[src/sv/bsp_ram.sv]
`timescale 1ns / 1ps

module bsp_ram #(
    parameter int WIDTH = 8,
    parameter int DEPTH = 64
) (
    input  logic                     clk,
    input  logic                     we,
    input  logic [$clog2(DEPTH)-1:0] waddr,
    input  logic [WIDTH-1:0]         wdata,
    input  logic                     re,
    input  logic [$clog2(DEPTH)-1:0] raddr,
    output logic [WIDTH-1:0]         rdata
);
    logic [WIDTH-1:0] mem [DEPTH];
    logic [WIDTH-1:0] rdata_reg;

    // write port
    always_ff @(posedge clk)
    begin
        if (we)
        begin
            mem[waddr] <= wdata;
        end
    end

    // registered read, held while idle
    always_ff @(posedge clk)
    begin
        if (re)
        begin
            rdata_reg <= mem[raddr];
        end
    end

    assign rdata = rdata_reg;
endmodule

[config.mk]
export PLATFORM = sky130hd
export DESIGN_NAME = bsp_ram
export DESIGN_NICKNAME = d
export VERILOG_FILES = /design/src/sv/bsp_ram.sv
export SDC_FILE = /design/constraint.sdc
export NUM_CORES = 1
export LEC_CHECK = 0
export BUFFER_PORTS_ARGS = -buffer_cell sky130_fd_sc_hd__buf_2
export CORE_MARGIN = 5
export CORE_UTILIZATION = 45
export CTS_BUF_LIST = sky130_fd_sc_hd__clkbuf_16
export CTS_CLUSTER_DIAMETER = 40
export DETAILED_ROUTE_END_ITERATION = 12
export PLACE_DENSITY_LB_ADDON = 0.25
export SLEW_MARGIN = 20
export SYNTH_ARGS = -nofsm -noshare
export SYNTH_HDL_FRONTEND = slang
export SYNTH_SLANG_ARGS = --single-unit
[constraint.sdc]
create_clock -name clk -period 5.2 [get_ports clk]
set_input_delay 0.26 -clock clk [delete_from_list [all_inputs] [get_ports clk]]
set_output_delay 0.26 -clock clk [all_outputs]
set_load 0.02 [all_outputs]
# == Word level (Yosys, flattened, before mapping) ==
# Memories as Yosys holds them, arrays and structs flattened. A register that Yosys moved wholly into a read port is not among the register bits.
# Cells that the tools add are included.
# totals
mem_count,1
word_cells,3
input_bits,23
out_inout_bits,8
ramBits,512
reg_bits,0
# mem_list
memory,words,width,rd,rd_ports_with_merged_regs,write_ports,line_no,source
mem,64,8,1,1,1,15,logic [WIDTH-1:0] mem [DEPTH];
# op_classes
n_mux,2
# op_table
op,n
1-bit 2-to-1 mux,2

# == Depth between registers and ports, before layout ==
# depth
ltp_word,2
ltp_mapped,9
depth_no_buf,5

# == Worst setup path after synthesis ==
# OpenSTA, ideal clock, no wires.
# synth_timing
path_kind,in2reg
from,in raddr[1]
to,"reg rdata_reg[3], in the netlist rdata[3], read port of mem (data pin)"
path_buffers,3
stages,7
required_ns,4.934
slack_ns,3.134
arrival_time_ns,1.800
setup_time_ns,0.266
cell_sequence,buf_4 -> buf_2 -> buf_2 -> mux4_2 -> mux4_2 -> o21ai_1 -> o41ai_1
# synth_lines
item,line_no,source
from (decl),12,"input logic [$clog2(DEPTH)-1:0] raddr,"
to (decl),16,logic [WIDTH-1:0] rdata_reg;

==> run summary <==
status: finished, final reports clean
cells along the critical path: buf_4 > buf_4 > mux4_2 > mux2_2 > o221a_2 > nor3_1 > o32ai_1
hold path start: re
TritonCTS buffer count: 67
max reg flops: 512
Final GP Congestion: 0.783
Fmax: 0.395 GHz
critical path fanouts, max: 49
Leak: 0.00727 uW
CTS tree: done
largest stage delay on the critical path: 0.53 ns
WL/cell: 26.8 um
Core Region: 44,300 sq um
share of layout cells above drive strength 1: 27.8%
footprint of the multi-input gates: 4320 sq um
VDD IR max: 213 uV
worst hold slack: 0.0678 ns
synth warn: 0
Worst-Margin Slew: 1.03 ns
Via-to-Cell Ratio: 5.81
FP Rows: 77
Worst Setup End Kind: flop
post-CTS resize count: 0
total grt overflow: 0
vias in the first global route: 9,811
Cells after DPL: 1,530
drt drc: 0
hold-fix buffers at CTS: 0
Die Y: 222 um
Chip Width: 222 um
Reg-to-Reg Start: mem[2][3]
CTS H-tree lvls: 3
DR vias: 9,603
FF+latch count, synth: 520
GRT Resource Usage Total: 18.1%
FILL cells: 3,463
wirelength, routed: 44,300 um
Worst path slowest cell: buf_4
final hold violation count: 0
setup TNS: 0 ns
post-synthesis sequential area ratio: 77.1%
largest net degree at the start of global routing: 65
postcts setup bufs: 0
Worst Hold Class: input pin to flop
final worst slack: 2.67 ns
Iteration-0 DRC Markers: 917
Mean Syn Cell Area: 21.5 sq um
register area: 15,600 sq um
Die ar.: 49,300 sq um
Slew Limit Fails: 0
total clock sinks: 520
Crit path arrival time: 2.84 ns
global-route wire length before repair: 66,200 um
syn_nets: 963
CP startpoint kind: input pin
P&R area growth vs syn: 14.6%
Non-Filler Instances: 1,653
P per Cell Area: 412 nW/um^2
root buffer cell: clkbuf_16
TritonRoute pass-1 iters: 5
Final Power: 9550 uW
critical path launch point: raddr[2]
Cell Area, Synth: 20,200 sq um
worst path required time: 5.50 ns
Final setup viols: 0
Placement Setup Slack: 2.01 ns
RSZ-0062 raised after global routing: no
# IOs: 31
max_slew headroom: 31.1%
Mapped Cells: 940
Synth cell types: 39
maxcap violations: 0
post-detail-place hpwl: 26,100 um
initial antenna violation count: 2
antenna viol nets, final: 0
nets: 1,030
worst skew pair latency: 0.58 ns
kind of critical path: input pin to flop
Worst-path clk slew: 0.06 ns
period utilization: 48.7%
Initial Utilization: 45.7%
CTS Buffer Depth: 3
# port buffers: 30
clk_skew: 0.0128 ns
Final min period: 2.53 ns
most frequent cell on the critical path: buf_4
cells in the mapped netlist:
master / n / area (sq um)
o21ai_0: 2 / 10.0
a211oi_1: 4 / 30.0
buf_2: 11 / 55.1
o21ai_1: 2 / 10.0
and2_1: 1 / 6.26
nor3_1: 7 / 35.0
or3_1: 1 / 6.26
a22oi_1: 3 / 22.5
a2111oi_0: 2 / 17.5
a31oi_1: 1 / 6.26
o2bb2ai_1: 3 / 26.3
o311ai_1: 1 / 8.76
nor4_1: 2 / 12.5
o21a_1: 2 / 15.0
mux2_2: 13 / 146
nand3b_1: 3 / 22.5
o221ai_1: 8 / 70.1
buf_4: 13 / 97.6
nand4_1: 2 / 12.5
nand2b_1: 7 / 43.8
o32ai_1: 2 / 17.5
clkbuf_1: 17 / 63.8
nand4b_1: 1 / 8.76
nand2_1: 19 / 71.3
o22ai_1: 8 / 50.1
buf_1: 4 / 15.0
mux2i_1: 23 / 230
nor2b_1: 14 / 87.6
a21oi_1: 3 / 15.0
buf_6: 4 / 45.0
nor2_1: 83 / 312
nand3_1: 13 / 65.1
o221a_2: 2 / 22.5
edfxtp_1: 520 / 15600
a221oi_1: 6 / 52.6
buf_12: 2 / 40.0
mux4_2: 126 / 2840
o41ai_1: 2 / 17.5
o2111ai_1: 3 / 26.3
cells in the final DEF (no fill, tap or decap), drive strengths merged, types with 3 or more instances in the layout:
cell type    n
o21ai        4
nor3         7
clkinvlp     9
a221oi       6
bufinv       6
o2111ai      3
clkinv      20
o22ai        8
o221ai       8
inv         19
nand3       13
edfxtp     520
nand3b       3
nor2        83
a21oi        3
mux2        13
nand2       19
clkbuf      69
o2bb2ai      3
buf         48
mux4       126
nand2b       7
a211oi       4
nor2b       14
mux2i       23
a22oi        3
worst max-delay path: cells and delay by family:
kind / cells / cell delay, ns
buffers and inverters: 2 / 1.05
multiplexers: 2 / 0.68
AO/OA/AOI/OAI: 2 / 0.42
AND/OR/NAND/NOR: 1 / 0.32
area by class of cell:
| class | count | area share (%) |
|---|---|---|
| flip-flops and latches | 520 | 67.3 |
| multi-input cells | 369 | 18.6 |
| clock buffers | 68 | 7.33 |
| well taps | 592 | 3.19 |
| clock inverters | 54 | 2.08 |
| repair buffers | 49 | 1.47 |
| diodes | 1 | 0.0108 |
power by group:
group	internal [uW]	total, uW	switching [uW]
clock	2710	4460	1760
sequential	4650	4660	10.5
combinational	157	423	266
total	7520	9550	2030
metal layers:
metal  vias to the layer above  track usage, %  routed length, um
met2                       339            27.8              21100
met3                        67            3.39               2710
met5                         -               0                 13
met4                         2            5.29                858
met1                      5090            26.7              19600
li1                       4105               -                  -
logic make-up (layout without fill, tap and decap cells):
group / count (synthesis) / after routing / share of synthesized area, %
compound gates: 54 / 54 / 2.06
buf+inv: 51 / 171 / 1.56
simple gates: 153 / 153 / 3.37
flops: 520 / 520 / 77.1
other cells: 0 / 1 / 0
mux: 162 / 162 / 15.9
path summary, 6_finish.rpt:
check	to	slack, ns	depth (start not counted)
hold reg to reg	rdata[1]	0.91	4
hold / removal	rdata[5]	0.07	1
setup / recovery	rdata[4]	2.67	7
setup reg to reg	rdata[3]	2.97	4
per-stage QoR:
stage,utilization (%),area [sq um]
after floorplan,-,20200
after global placement,47.4,21000
after detailed placement,47.4,21000
after CTS,52.3,23200
after global routing,52.4,23200
final,52.4,23200
No activity file was read; power rests on OpenSTA's default activity.
